$ cat src/rtl/core/wcls_pkg.sv
// ----------------------------------------------------------------------------
// wcls_pkg
// Types, constants, word ROM and sentence tables for the word clock letter
// sequencer.
// ----------------------------------------------------------------------------
package wcls_pkg;

   localparam int LETTER_COUNT = 110;
   localparam int MAX_RESULTS  = 23;
   localparam int WORD_COUNT   = 23;
   localparam int WORD_SLOTS   = 6;
   localparam int CSR_ADDR_W   = 3;

   // minute rounding: (2m+5)/10 as reciprocal multiply
   localparam logic [15:0] DIV10_MUL   = 16'd205;
   localparam int          DIV10_SHIFT = 11;

   localparam logic [5:0] HOURS_PER_DIAL = 6'd12;

   // register indexes, taken from paddr[2]
   localparam logic CSR_IDX_FADE_STEP    = 1'b0;
   localparam logic CSR_IDX_REVEAL_SHIFT = 1'b1;

   localparam logic [7:0] FADE_STEP_RST    = 8'd4;
   localparam logic [3:0] REVEAL_SHIFT_RST = 4'd4;
   localparam logic [7:0] LEVEL_RST        = 8'd255;
   localparam logic [6:0] LIMIT_RST        = 7'd127;

   typedef struct packed {
      logic       power_on;
      logic       time_synced;
      logic [4:0] hour_now;
      logic [5:0] minute_now;
      logic [7:0] brightness_in;
   } req_type;

   typedef struct packed {
      logic       letter_valid;
      logic [6:0] letter_pos;
      logic       last_letter;
      logic [7:0] brightness_out;
      logic [1:0] mode_out;
   } rsp_type;

   typedef enum logic [3:0] {
      MODE_BOOT    = 4'b0001,
      MODE_BLANK   = 4'b0010,
      MODE_DISPLAY = 4'b0100,
      MODE_FADE    = 4'b1000
   } mode_type;

   localparam logic [1:0] MODE_CODE_BOOT    = 2'd0;
   localparam logic [1:0] MODE_CODE_BLANK   = 2'd1;
   localparam logic [1:0] MODE_CODE_DISPLAY = 2'd2;
   localparam logic [1:0] MODE_CODE_FADE    = 2'd3;

   // microcode
   typedef enum logic [1:0] {
      OP_NOP    = 2'd0,
      OP_UPDATE = 2'd1,
      OP_EMIT   = 2'd2
   } op_type;

   typedef enum logic [1:0] {
      C_ALWAYS    = 2'd0,
      C_REQ_FIRE  = 2'd1,
      C_EMIT_DONE = 2'd2
   } cond_type;

   typedef logic [1:0] pc_type;

   localparam pc_type PC_WAIT   = 2'd0;
   localparam pc_type PC_UPDATE = 2'd1;
   localparam pc_type PC_EMIT   = 2'd2;
   localparam pc_type PC_TRAP   = 2'd3;

   typedef struct packed {
      op_type   op;
      logic     req_rdy;
      cond_type cond;
      pc_type   tgt_t;
      pc_type   tgt_f;
   } ctrl_word_type;

   localparam ctrl_word_type UCODE [4] = '{
      '{OP_NOP,    1'b1, C_REQ_FIRE,  PC_UPDATE, PC_WAIT},
      '{OP_UPDATE, 1'b0, C_ALWAYS,    PC_EMIT,   PC_EMIT},
      '{OP_EMIT,   1'b0, C_EMIT_DONE, PC_WAIT,   PC_EMIT},
      '{OP_NOP,    1'b0, C_ALWAYS,    PC_WAIT,   PC_WAIT}
   };

   // word codes
   localparam logic [4:0] W_IT      = 5'd0;
   localparam logic [4:0] W_IS      = 5'd1;
   localparam logic [4:0] W_FIVE    = 5'd2;
   localparam logic [4:0] W_TEN     = 5'd3;
   localparam logic [4:0] W_TO_A    = 5'd4;
   localparam logic [4:0] W_PAST_A  = 5'd5;
   localparam logic [4:0] W_QUARTER = 5'd6;
   localparam logic [4:0] W_HALF    = 5'd7;
   localparam logic [4:0] W_PAST_B  = 5'd8;
   localparam logic [4:0] W_TO_B    = 5'd9;
   localparam logic [4:0] W_OCLOCK  = 5'd10;
   localparam logic [4:0] W_HOUR1   = 5'd11;

   localparam logic [2:0] WORD_LEN [WORD_COUNT] = '{
      3'd3, 3'd2, 3'd4, 3'd4, 3'd4, 3'd4, 3'd5, 3'd4, 3'd4, 3'd4, 3'd3, 3'd3,
      3'd4, 3'd4, 3'd4, 3'd4, 3'd3, 3'd5, 3'd4, 3'd5, 3'd4, 3'd3, 3'd6
   };

   localparam logic [6:0] LETTER_ROM [WORD_COUNT*WORD_SLOTS] = '{
      7'd109, 7'd108, 7'd107, 7'd0,   7'd0,   7'd0,
      7'd105, 7'd104, 7'd0,   7'd0,   7'd0,   7'd0,
      7'd102, 7'd101, 7'd100, 7'd99,  7'd0,   7'd0,
      7'd88,  7'd89,  7'd90,  7'd91,  7'd0,   7'd0,
      7'd95,  7'd96,  7'd97,  7'd98,  7'd0,   7'd0,
      7'd87,  7'd86,  7'd85,  7'd84,  7'd0,   7'd0,
      7'd81,  7'd80,  7'd79,  7'd78,  7'd77,  7'd0,
      7'd66,  7'd67,  7'd68,  7'd69,  7'd0,   7'd0,
      7'd73,  7'd74,  7'd75,  7'd76,  7'd0,   7'd0,
      7'd65,  7'd64,  7'd63,  7'd62,  7'd0,   7'd0,
      7'd8,   7'd9,   7'd10,  7'd0,   7'd0,   7'd0,
      7'd58,  7'd57,  7'd56,  7'd0,   7'd0,   7'd0,
      7'd44,  7'd45,  7'd46,  7'd47,  7'd0,   7'd0,
      7'd51,  7'd52,  7'd53,  7'd54,  7'd0,   7'd0,
      7'd43,  7'd42,  7'd41,  7'd40,  7'd0,   7'd0,
      7'd39,  7'd38,  7'd37,  7'd36,  7'd0,   7'd0,
      7'd35,  7'd34,  7'd33,  7'd0,   7'd0,   7'd0,
      7'd22,  7'd23,  7'd24,  7'd25,  7'd26,  7'd0,
      7'd21,  7'd20,  7'd19,  7'd18,  7'd0,   7'd0,
      7'd28,  7'd29,  7'd30,  7'd31,  7'd32,  7'd0,
      7'd18,  7'd17,  7'd16,  7'd15,  7'd0,   7'd0,
      7'd13,  7'd12,  7'd11,  7'd0,   7'd0,   7'd0,
      7'd0,   7'd1,   7'd2,   7'd3,   7'd4,   7'd5
   };

   function automatic logic [1:0] mode_code(input mode_type m);
      logic [1:0] c;
      case (m)
         MODE_BOOT:    c = MODE_CODE_BOOT;
         MODE_BLANK:   c = MODE_CODE_BLANK;
         MODE_DISPLAY: c = MODE_CODE_DISPLAY;
         MODE_FADE:    c = MODE_CODE_FADE;
         default:      c = MODE_CODE_BOOT;
      endcase
      return c;
   endfunction

   // hour mod 12, zero shows as twelve; v stays below 36
   function automatic logic [4:0] hour_word(input logic [5:0] v);
      logic [5:0] m;
      if (v >= 6'(2 * HOURS_PER_DIAL)) begin
         m = v - 6'(2 * HOURS_PER_DIAL);
      end else if (v >= HOURS_PER_DIAL) begin
         m = v - HOURS_PER_DIAL;
      end else begin
         m = v;
      end
      if (m == 6'd0) begin
         return W_HOUR1 + 5'd11;
      end
      return W_HOUR1 + 5'(m) - 5'd1;
   endfunction

   function automatic logic [2:0] word_count(input logic [3:0] st);
      logic [2:0] n;
      case (st) inside
         4'd0, 4'd6, 4'd12:                     n = 3'd4;
         4'd1, 4'd2, 4'd3, 4'd9, 4'd10, 4'd11:  n = 3'd5;
         4'd4, 4'd5, 4'd7, 4'd8:                n = 3'd6;
         default:                               n = 3'd2;
      endcase
      return n;
   endfunction

   function automatic logic [4:0] sentence_word(input logic [3:0] st, input logic [2:0] slot,
                                                input logic [4:0] hr);
      logic       late;
      logic [4:0] hw_cur;
      logic [4:0] hw_nxt;
      logic [4:0] past;
      logic [4:0] to;
      logic [4:0] w2;
      logic [4:0] w3;
      logic [4:0] w4;
      logic [4:0] w5;
      logic [4:0] w;
      late   = hr > 5'd6;
      hw_cur = hour_word({1'b0, hr});
      hw_nxt = hour_word({1'b0, hr} + 6'd1);
      past   = late ? W_PAST_B : W_PAST_A;
      to     = late ? W_TO_B : W_TO_A;
      w2 = W_IT;
      w3 = W_IT;
      w4 = W_IT;
      w5 = W_IT;
      case (st)
         4'd0: begin
            w2 = hw_cur; w3 = W_OCLOCK;
         end
         4'd1: begin
            w2 = W_FIVE; w3 = past; w4 = hw_cur;
         end
         4'd2: begin
            w2 = W_TEN; w3 = past; w4 = hw_cur;
         end
         4'd3: begin
            w2 = W_QUARTER; w3 = W_PAST_B; w4 = hw_cur;
         end
         4'd4: begin
            w2 = W_TEN; w3 = W_TO_A; w4 = W_HALF; w5 = hw_nxt;
         end
         4'd5: begin
            w2 = W_FIVE; w3 = W_TO_A; w4 = W_HALF; w5 = hw_nxt;
         end
         4'd6: begin
            w2 = W_HALF; w3 = hw_nxt;
         end
         4'd7: begin
            w2 = W_FIVE; w3 = W_PAST_A; w4 = W_HALF; w5 = hw_nxt;
         end
         4'd8: begin
            w2 = W_TEN; w3 = W_PAST_A; w4 = W_HALF; w5 = hw_nxt;
         end
         4'd9: begin
            w2 = W_QUARTER; w3 = W_TO_B; w4 = hw_nxt;
         end
         4'd10: begin
            w2 = W_TEN; w3 = to; w4 = hw_nxt;
         end
         4'd11: begin
            w2 = W_FIVE; w3 = to; w4 = hw_nxt;
         end
         4'd12: begin
            w2 = hw_nxt; w3 = W_OCLOCK;
         end
         default: begin
         end
      endcase
      case (slot)
         3'd0:    w = W_IT;
         3'd1:    w = W_IS;
         3'd2:    w = w2;
         3'd3:    w = w3;
         3'd4:    w = w4;
         3'd5:    w = w5;
         default: w = W_IT;
      endcase
      return w;
   endfunction

endpackage

$ cat src/rtl/core/word_clock_letter_sequencer_top.sv
// ----------------------------------------------------------------------------
// word_clock_letter_sequencer_top
// Per display tick: mode update, brightness fade and serial emission of the
// lit letter positions, run by a three-step microcode sequencer.
// ----------------------------------------------------------------------------
// After the request transaction the sequencer runs the update step; the emit
// step then registers the results of the tick, N of them (1..23), one result per
// cycle from the word and letter ROMs while the output is free (rsp_ready).
// A new request is taken in the wait step, while the last result may still wait.
// Synchronous reset: sequencer to wait, mode boot, level 255, registers 4/4.
module word_clock_letter_sequencer_top
   import wcls_pkg::*;
(
   input  logic                  clock,
   input  logic                  reset,
   input  logic                  req_valid,
   output logic                  req_ready,
   input  req_type               req_data,
   output logic                  rsp_valid,
   input  logic                  rsp_ready,
   output rsp_type               rsp_data,
   input  logic                  psel,
   input  logic                  penable,
   input  logic                  pwrite,
   input  logic [CSR_ADDR_W-1:0] paddr,
   input  logic [31:0]           pwdata,
   output logic [31:0]           prdata,
   output logic                  pready
);

   logic [7:0]    fade_step_ff, fade_step_in;
   logic [3:0]    reveal_shift_ff, reveal_shift_in;
   pc_type        pc_ff, pc_in;
   req_type       req_ff;
   mode_type      mode_ff, mode_in;
   logic [15:0]   tick_ff, tick_in;
   logic [3:0]    shown_step_ff, shown_step_in;
   logic [4:0]    shown_hour_ff, shown_hour_in;
   logic [6:0]    limit_ff, limit_in;
   logic          words_ff, words_in;
   logic [7:0]    level_ff, level_in;
   logic [2:0]    slot_ff, slot_in;
   logic [2:0]    letter_ff, letter_in;
   logic [4:0]    drawn_ff, drawn_in;
   rsp_type       rsp_ff, rsp_in;
   logic          rsp_valid_ff, rsp_valid_in;

   ctrl_word_type uw;
   logic          req_fire;
   logic          out_free;
   logic          csr_wr;
   logic [7:0]    mins2;
   logic [15:0]   prod;
   logic [3:0]    cur_step;
   logic [15:0]   mask;
   logic [2:0]    nw;
   logic [4:0]    cur_word;
   logic [2:0]    cur_len;
   logic [7:0]    rom_idx;
   logic          cur_ok;
   logic          last_in_word;
   logic [4:0]    drawn_nx;
   logic          next_ok;
   logic          emit_last;
   logic          emit_fire;
   logic          cond_hit;

   assign uw        = UCODE[pc_ff];
   assign req_ready = uw.req_rdy;
   assign req_fire  = req_valid && req_ready;
   assign out_free  = !rsp_valid_ff || rsp_ready;
   assign rsp_valid = rsp_valid_ff;
   assign rsp_data  = rsp_ff;

   assign pready = 1'b1;
   assign csr_wr = psel && penable && pwrite;

   always_comb begin
      case (paddr[2])
         CSR_IDX_FADE_STEP:    prdata = {24'd0, fade_step_ff};
         CSR_IDX_REVEAL_SHIFT: prdata = {28'd0, reveal_shift_ff};
         default:              prdata = 32'd0;
      endcase
   end

   // step = (2m+5)/10
   assign mins2    = {1'b0, req_ff.minute_now, 1'b0} + 8'd5;
   assign prod     = {8'd0, mins2} * DIV10_MUL;
   assign cur_step = 4'(prod >> DIV10_SHIFT);
   assign mask     = (16'd1 << reveal_shift_ff) - 16'd1;

   assign nw           = word_count(shown_step_ff);
   assign cur_word     = sentence_word(shown_step_ff, slot_ff, shown_hour_ff);
   assign cur_len      = WORD_LEN[cur_word];
   assign rom_idx      = 8'({3'd0, cur_word} * 8'(WORD_SLOTS)) + {5'd0, letter_ff};
   assign cur_ok       = words_ff && (slot_ff < nw) && ({2'd0, drawn_ff} < limit_ff);
   assign last_in_word = (letter_ff + 3'd1) == cur_len;
   assign drawn_nx     = drawn_ff + 5'd1;
   assign next_ok      = (!last_in_word || ((slot_ff + 3'd1) < nw)) &&
                         ({2'd0, drawn_nx} < limit_ff);
   assign emit_last    = !cur_ok || !next_ok;
   assign emit_fire    = (uw.op == OP_EMIT) && out_free;

   always_comb begin
      case (uw.cond)
         C_ALWAYS:    cond_hit = 1'b1;
         C_REQ_FIRE:  cond_hit = req_fire;
         C_EMIT_DONE: cond_hit = emit_fire && emit_last;
         default:     cond_hit = 1'b0;
      endcase
      pc_in = cond_hit ? uw.tgt_t : uw.tgt_f;
   end

   always_comb begin
      fade_step_in    = fade_step_ff;
      reveal_shift_in = reveal_shift_ff;
      if (csr_wr) begin
         case (paddr[2])
            CSR_IDX_FADE_STEP:    fade_step_in = pwdata[7:0];
            CSR_IDX_REVEAL_SHIFT: reveal_shift_in = pwdata[3:0];
            default: begin
            end
         endcase
      end
   end

   always_comb begin
      mode_in       = mode_ff;
      tick_in       = tick_ff;
      shown_step_in = shown_step_ff;
      shown_hour_in = shown_hour_ff;
      limit_in      = limit_ff;
      words_in      = words_ff;
      level_in      = level_ff;
      slot_in       = slot_ff;
      letter_in     = letter_ff;
      drawn_in      = drawn_ff;
      rsp_in        = rsp_ff;
      rsp_valid_in  = rsp_valid_ff && !rsp_ready;
      case (uw.op)
         OP_UPDATE: begin
            slot_in   = 3'd0;
            letter_in = 3'd0;
            drawn_in  = 5'd0;
            tick_in   = tick_ff + 16'd1;
            case (mode_ff)
               MODE_BOOT: begin
                  if (req_ff.time_synced) begin
                     mode_in = MODE_BLANK;
                  end
               end
               MODE_BLANK: begin
                  if (req_ff.power_on) begin
                     mode_in       = MODE_DISPLAY;
                     limit_in      = 7'd0;
                     shown_step_in = cur_step;
                     shown_hour_in = req_ff.hour_now;
                     words_in      = 1'b1;
                  end
               end
               MODE_DISPLAY: begin
                  level_in = req_ff.brightness_in;
                  if ((limit_ff < 7'(LETTER_COUNT)) && ((tick_ff & mask) == 16'd0)) begin
                     limit_in = limit_ff + 7'd1;
                  end
                  if (!req_ff.power_on || (cur_step != shown_step_ff)) begin
                     mode_in = MODE_FADE;
                  end
               end
               MODE_FADE: begin
                  if (level_ff > fade_step_ff) begin
                     level_in = level_ff - fade_step_ff;
                  end else begin
                     words_in = 1'b0;
                     mode_in  = MODE_BLANK;
                  end
               end
               default: mode_in = MODE_BOOT;
            endcase
         end
         OP_EMIT: begin
            if (emit_fire) begin
               rsp_valid_in          = 1'b1;
               rsp_in.brightness_out = level_ff;
               rsp_in.mode_out       = mode_code(mode_ff);
               rsp_in.last_letter    = emit_last;
               if (cur_ok) begin
                  rsp_in.letter_valid = 1'b1;
                  rsp_in.letter_pos   = LETTER_ROM[rom_idx];
                  drawn_in            = drawn_nx;
                  if (last_in_word) begin
                     slot_in   = slot_ff + 3'd1;
                     letter_in = 3'd0;
                  end else begin
                     letter_in = letter_ff + 3'd1;
                  end
               end else begin
                  rsp_in.letter_valid = 1'b0;
                  rsp_in.letter_pos   = 7'd0;
               end
            end
         end
         default: begin
         end
      endcase
   end

   always_ff @(posedge clock) begin
      if (reset) begin
         fade_step_ff    <= FADE_STEP_RST;
         reveal_shift_ff <= REVEAL_SHIFT_RST;
         pc_ff           <= PC_WAIT;
         mode_ff         <= MODE_BOOT;
         tick_ff         <= 16'd0;
         shown_step_ff   <= 4'd0;
         shown_hour_ff   <= 5'd0;
         limit_ff        <= LIMIT_RST;
         words_ff        <= 1'b0;
         level_ff        <= LEVEL_RST;
         slot_ff         <= 3'd0;
         letter_ff       <= 3'd0;
         drawn_ff        <= 5'd0;
         rsp_valid_ff    <= 1'b0;
      end else begin
         fade_step_ff    <= fade_step_in;
         reveal_shift_ff <= reveal_shift_in;
         pc_ff           <= pc_in;
         mode_ff         <= mode_in;
         tick_ff         <= tick_in;
         shown_step_ff   <= shown_step_in;
         shown_hour_ff   <= shown_hour_in;
         limit_ff        <= limit_in;
         words_ff        <= words_in;
         level_ff        <= level_in;
         slot_ff         <= slot_in;
         letter_ff       <= letter_in;
         drawn_ff        <= drawn_in;
         rsp_valid_ff    <= rsp_valid_in;
      end
   end

   always_ff @(posedge clock) begin
      if (req_fire) begin
         req_ff <= req_data;
      end
      rsp_ff <= rsp_in;
   end

   a_accept_to_update: assert property (@(posedge clock) disable iff (reset)
      req_fire |=> pc_ff == PC_UPDATE)
      else $error("request transaction not followed by update step");

   a_last_to_wait: assert property (@(posedge clock) disable iff (reset)
      (emit_fire && emit_last) |=> pc_ff == PC_WAIT)
      else $error("sequencer did not return to wait after last result");

   a_blank_is_last: assert property (@(posedge clock) disable iff (reset)
      (rsp_valid_ff && !rsp_ff.letter_valid) |-> rsp_ff.last_letter)
      else $error("empty result not marked last");

   a_drawn_bound: assert property (@(posedge clock) disable iff (reset)
      drawn_ff <= 5'(MAX_RESULTS))
      else $error("letter count exceeds sentence maximum");

endmodule
$ cat config.mk
export PLATFORM = sky130hd
export DESIGN_NAME = word_clock_letter_sequencer_top
export DESIGN_NICKNAME = d
export VERILOG_FILES = /design/src/rtl/core/wcls_pkg.sv /design/src/rtl/core/word_clock_letter_sequencer_top.sv
export SDC_FILE = /design/constraint.sdc
export NUM_CORES = 1
export LEC_CHECK = 0
export ABC_AREA = 1
export BUFFER_PORTS_ARGS = -buffer_cell sky130_fd_sc_hd__buf_2
export CAP_MARGIN = 20
export CORE_MARGIN = 2
export CORE_UTILIZATION = 65
export CTS_BUF_LIST = sky130_fd_sc_hd__clkbuf_16
export DETAILED_ROUTE_END_ITERATION = 10
export PLACE_DENSITY_LB_ADDON = 0.05
export SLEW_MARGIN = 10
export SYNTH_ARGS = -nofsm -noshare
export SYNTH_HDL_FRONTEND = slang
export SYNTH_SLANG_ARGS = --single-unit
$ cat constraint.sdc
create_clock -name clock -period 12.58 [get_ports clock]
set_input_delay 0.629 -clock clock [delete_from_list [all_inputs] [get_ports clock]]
set_output_delay 0.629 -clock clock [all_outputs]
set_load 0.01 [all_outputs]
==> summary.md <==
| Metric | Value |
|---|---|
| Crit start category | `flip-flop` |
| Slowest stage delay, CP | `0.63 ns` |
| Core Footprint | `14500 um2` |
| CTS Buf Count | `9` |
| Drt pass-1 iters | `5` |
| Min-delay worst type | `flip-flop to flip-flop` |
| Nets | `1540` |
| Simple-gate area share of the yosys netlist | `24.2%` |
| Congestion Overflow GR | `0` |
| Die Ht | `126 um` |
| VDD IR-drop max | `0.134 mV` |
| Gpl congestion | `0.957` |
| Area occupied by multi-input gates | `6010 um2` |
| Clock Skew | `0.00901 ns` |
| CTS Sinks | `110` |
| Hold_sp | `level_ff[0]$_SDFFE_PP1P_` |
| Outcome | `complete, no violations` |
| HPWL after DPL | `15.5 mm` |
| FF-to-FF setup slack | `5.45 ns` |
| Sequential power share | `30.7%` |
| N_diodes | `0` |
| Dpl cells | `1520` |
| Deepest level of the CTS H-tree | `3` |
| Asr flop ratio synth | `0%` |
| Clock Tree Root | `clkbuf_16` |
| Synth area leader | `ha_1` |
| Post-CTS Resized | `0` |
| Power share of the clock group | `20.7%` |
| CTS tree | `built` |
| Top FF cell, synth | `dfxtp_1` |
| Relative slew slack | `33.2%` |
| Crit Reg-Reg Startpoint | `shown_hour_ff[1]$_SDFFE_PP0P_` |
| Top cell type's share of synthesized area | `15.2%` |
| Area Overhead vs Synth | `6.72%` |
| Top cells by area, synth | `ha_1 (15%), dfxtp_1 (15%), edfxtp_1 (12%)` |
| Min Clock Period, post-route | `7.13 ns` |
| Largest family of logic cells by synthesized area | `simple AND/OR/NAND/NOR gates` |
| XOR/XNOR share of the synthesized area | `3.09%` |
| R2R Path End | `rsp_data[12]$_SDFFCE_PN0P_` |
| Compound-gate portion of the synthesized area | `16.1%` |
| CP top delay family | `simple AND/OR/NAND/NOR gates` |
| DRT antenna net count | `0` |
| Hold Violations, Final | `0` |
| Initial drt markers | `547` |
| PD cells | `137 nW/um2` |
| Crit path buf inv count | `7` |
| Post-synthesis sequential area ratio | `27.0%` |
| Site Rows | `44` |
| Period utilisation layout | `56.7%` |
| Final Max Tran Viols | `0` |
| DRC | `0` |
| Worst Hold Depth | `0` |
| Non-filler cells, final | `1536` |
| Port bufs | `65` |
| # fillers | `1262` |
| Max Freq | `0.140 GHz` |
| Synth warn | `0` |
| Routed wire length | `20.2 mm` |
| Slowest CP cell | `nand2_1` |
| Crit path capture type | `flip-flop` |
| Final hold slack | `0.435 ns` |
| Initial Util | `66.3%` |
| Crit Path Class | `flip-flop to flip-flop` |
| Fraction of layout cells with a size suffix above 1 | `12.1%` |
| Vias after detailed routing | `8455` |
| Synthesized area | `9640 um2` |
| Mux share of post-synthesis cell area | `0%` |
| Vias in the first global route | `7721` |
| Die area | `15800 um2` |
| Flops & latches, synth | `110` |
| Post-CTS setup repair buffer count | `0` |
| Wire per inst | `13.2 um` |
| Setup_tns | `0 ns` |
| Total GRT Usage | `25.8%` |
| Cells after Synth | `1302` |
| Post-Synth Adder-Cell Area | `17.9%` |
| Int Power | `0.841 mW` |
| Worst Path Required | `12.68 ns` |
| Leak | `4.96 nW` |
| Max FO, Critical Path | `28` |
| Worst Tran Pin Value | `1.00 ns` |
| Worst r2r path cells | `32` |
| Die width | `126 um` |
| CTS Hold Bufs | `0` |
| Syn avg cell area | `7.40 um2` |
| P_sw | `0.568 mW` |
| Cell mode on critical path | `nand2_1` |
| Clock Path Buffers | `2` |
| Clock Latency Late Sink | `0.35 ns` |
| Synth cell types | `64` |
| First-pass GRT wire length | `34.9 mm` |
| Max-Cap Viols | `0` |
| Clock transition at path regs | `0.08 ns` |
| RSZ-0062 raised after global routing | `false` |
| EDFF count, synth | `40` |
| Final setup viols | `0` |
| WP data arrival | `7.23 ns` |
| Largest net degree at the start of global routing | `44` |
| Register area | `2600 um2` |
| Worst Hold Endpoint | `rsp_data[2]$_DFFE_PP_` |
| Comb power frac | `48.6%` |
| Avg Vias per Cell | `5.50` |
| Net Sw Frac | `40.3%` |
| Initial antenna violation count | `0` |
| Boundary pin count | `117` |
power by group through the flow:
stage	Sequential, mW	Clock [mW]	Combinational, mW
final	0.433	0.291	0.685
after global routing	0.437	0.308	0.802
after CTS	0.433	0.294	0.691
after detailed placement	0.441	0	0.680
after global placement	0.440	0	0.652
after floorplan	0.439	0	0.532
cell families (layout without fill, tap and decap cells):
| group | count (synthesis) | in the layout |
|---|---|---|
| buffers and inverters | 267 | 294 |
| adder cells (fa/ha/maj) | 130 | 130 |
| XOR/XNOR | 31 | 31 |
| other | 2 | 25 |
| flip-flops | 110 | 110 |
| AO/OA/AOI/OAI | 259 | 259 |
| AND/OR/NAND/NOR | 503 | 503 |
placed cells by master (no fill, tap or decap), types with 7 or more instances in the layout:
cell type    n
nand2_1    225
inv_1      201
ha_1       117
nor2_1     106
o21ai_0     93
a21oi_1     84
nand3_1     74
dfxtp_1     70
buf_2       65
edfxtp_1    40
nand2_2     28
conb_1      25
xor2_1      18
nor3_1      18
o211ai_1    17
nand4_1     15
fa_1        13
xnor2_1     11
a31oi_1     10
clkbuf_16    9
nand2_4      8
a21oi_2      7
nand3_2      7
layout make-up:
| class | instances | share of cell area (%) |
|---|---|---|
| flip-flops and latches | 110 | 25.3 |
| clock buffers | 9 | 2.19 |
| clock inverters | 7 | 0.827 |
| multi-input cells | 948 | 58.4 |
| repair buffers | 67 | 3.31 |
| inverters | 211 | 7.72 |
| well taps | 184 | 2.24 |
worst reg2reg max path, delay by kind of cell, from the launching register on:
| family | cells | cell delay (ns) |
|---|---|---|
| adders and majority gates | 4 | 1.32 |
| AOI/OAI and AO/OA | 5 | 1.20 |
| DFF | 1 | 0.59 |
| and+or+nand+nor | 16 | 2.56 |
| buffers and inverters | 7 | 1.22 |
state kept, by name (all words and copies together), names as in the netlist:
| signal | flops |
|---|---|
| req_ff | 21 |
| rsp_data | 19 |
| tick_ff | 15 |
| fade_step_ff | 8 |
| level_ff | 8 |
| limit_ff | 7 |
| drawn_ff | 5 |
| shown_hour_ff | 5 |
| mode_ff | 4 |
| reveal_shift_ff | 4 |
| shown_step_ff | 4 |
| letter_ff | 3 |
| slot_ff | 3 |
| pc_ff | 2 |
| rsp_valid | 1 |
| words_ff | 1 |
stage by stage:
step                      power [mW]  instance area, um2  utilization [%]  setup WS [ns]
final                           1.41               10300             70.8           5.45
after global routing            1.55               10300             70.8           4.73
after CTS                       1.42               10300             70.8           5.53
after detailed placement        1.12                9980             68.7           5.55
after global placement          1.09                9980             68.7           5.60
after floorplan                0.971                9730                -           7.24
worst max path at each step:
stage / slack, ns / startpoint / cells past startpoint / endpoint
floorplan: 7.24 / shown_hour_ff[1]$_SDFFE_PP0P_ / 33 / rsp_data[12]$_SDFFCE_PN0P_
global placement: 5.60 / shown_hour_ff[1]$_SDFFE_PP0P_ / 32 / rsp_data[12]$_SDFFCE_PN0P_
detailed placement: 5.55 / shown_hour_ff[1]$_SDFFE_PP0P_ / 32 / rsp_data[12]$_SDFFCE_PN0P_
CTS: 5.53 / shown_hour_ff[1]$_SDFFE_PP0P_ / 32 / rsp_data[12]$_SDFFCE_PN0P_
global route: 4.73 / shown_hour_ff[1]$_SDFFE_PP0P_ / 32 / rsp_data[12]$_SDFFCE_PN0P_
finish: 5.45 / shown_hour_ff[1]$_SDFFE_PP0P_ / 32 / rsp_data[12]$_SDFFCE_PN0P_
per-layer routing:
metal | vias to the layer above | GRT usage [%] | part of all wire, %
met4 | 0 | 6.92 | 1.7
met1 | 3833 | 34.7 | 47
met3 | 38 | 3.02 | 4.5
met5 | - | 0 | 0
li1 | 4349 | - | -
met2 | 235 | 44.5 | 47
cells in the mapped netlist (3+ instances only):
cell type    n
nand2_2     28
edfxtp_1    40
buf_2        4
nand3_1     74
nand2_4      8
xor2_1      18
nor2_1     106
ha_1       117
o22ai_1      3
a21oi_2      7
nand2_1    225
nand3_2      7
a31oi_1     10
nor2_2       4
o211ai_2     3
nor2_4       4
o21ai_0     93
fa_1        13
a211oi_1     4
o21ai_2      3
inv_2        5
o311ai_0     4
o221ai_1     4
o21ai_1      3
a21oi_1     84
o211ai_1    17
nand4_1     15
o2111ai_1    3
clkinv_1     5
dfxtp_1     70
a21o_1       3
inv_1      200
nor3_1      19
buf_4       25
clkbuf_1    25
xnor2_1     11
Power figures use the tool's default switching activity.
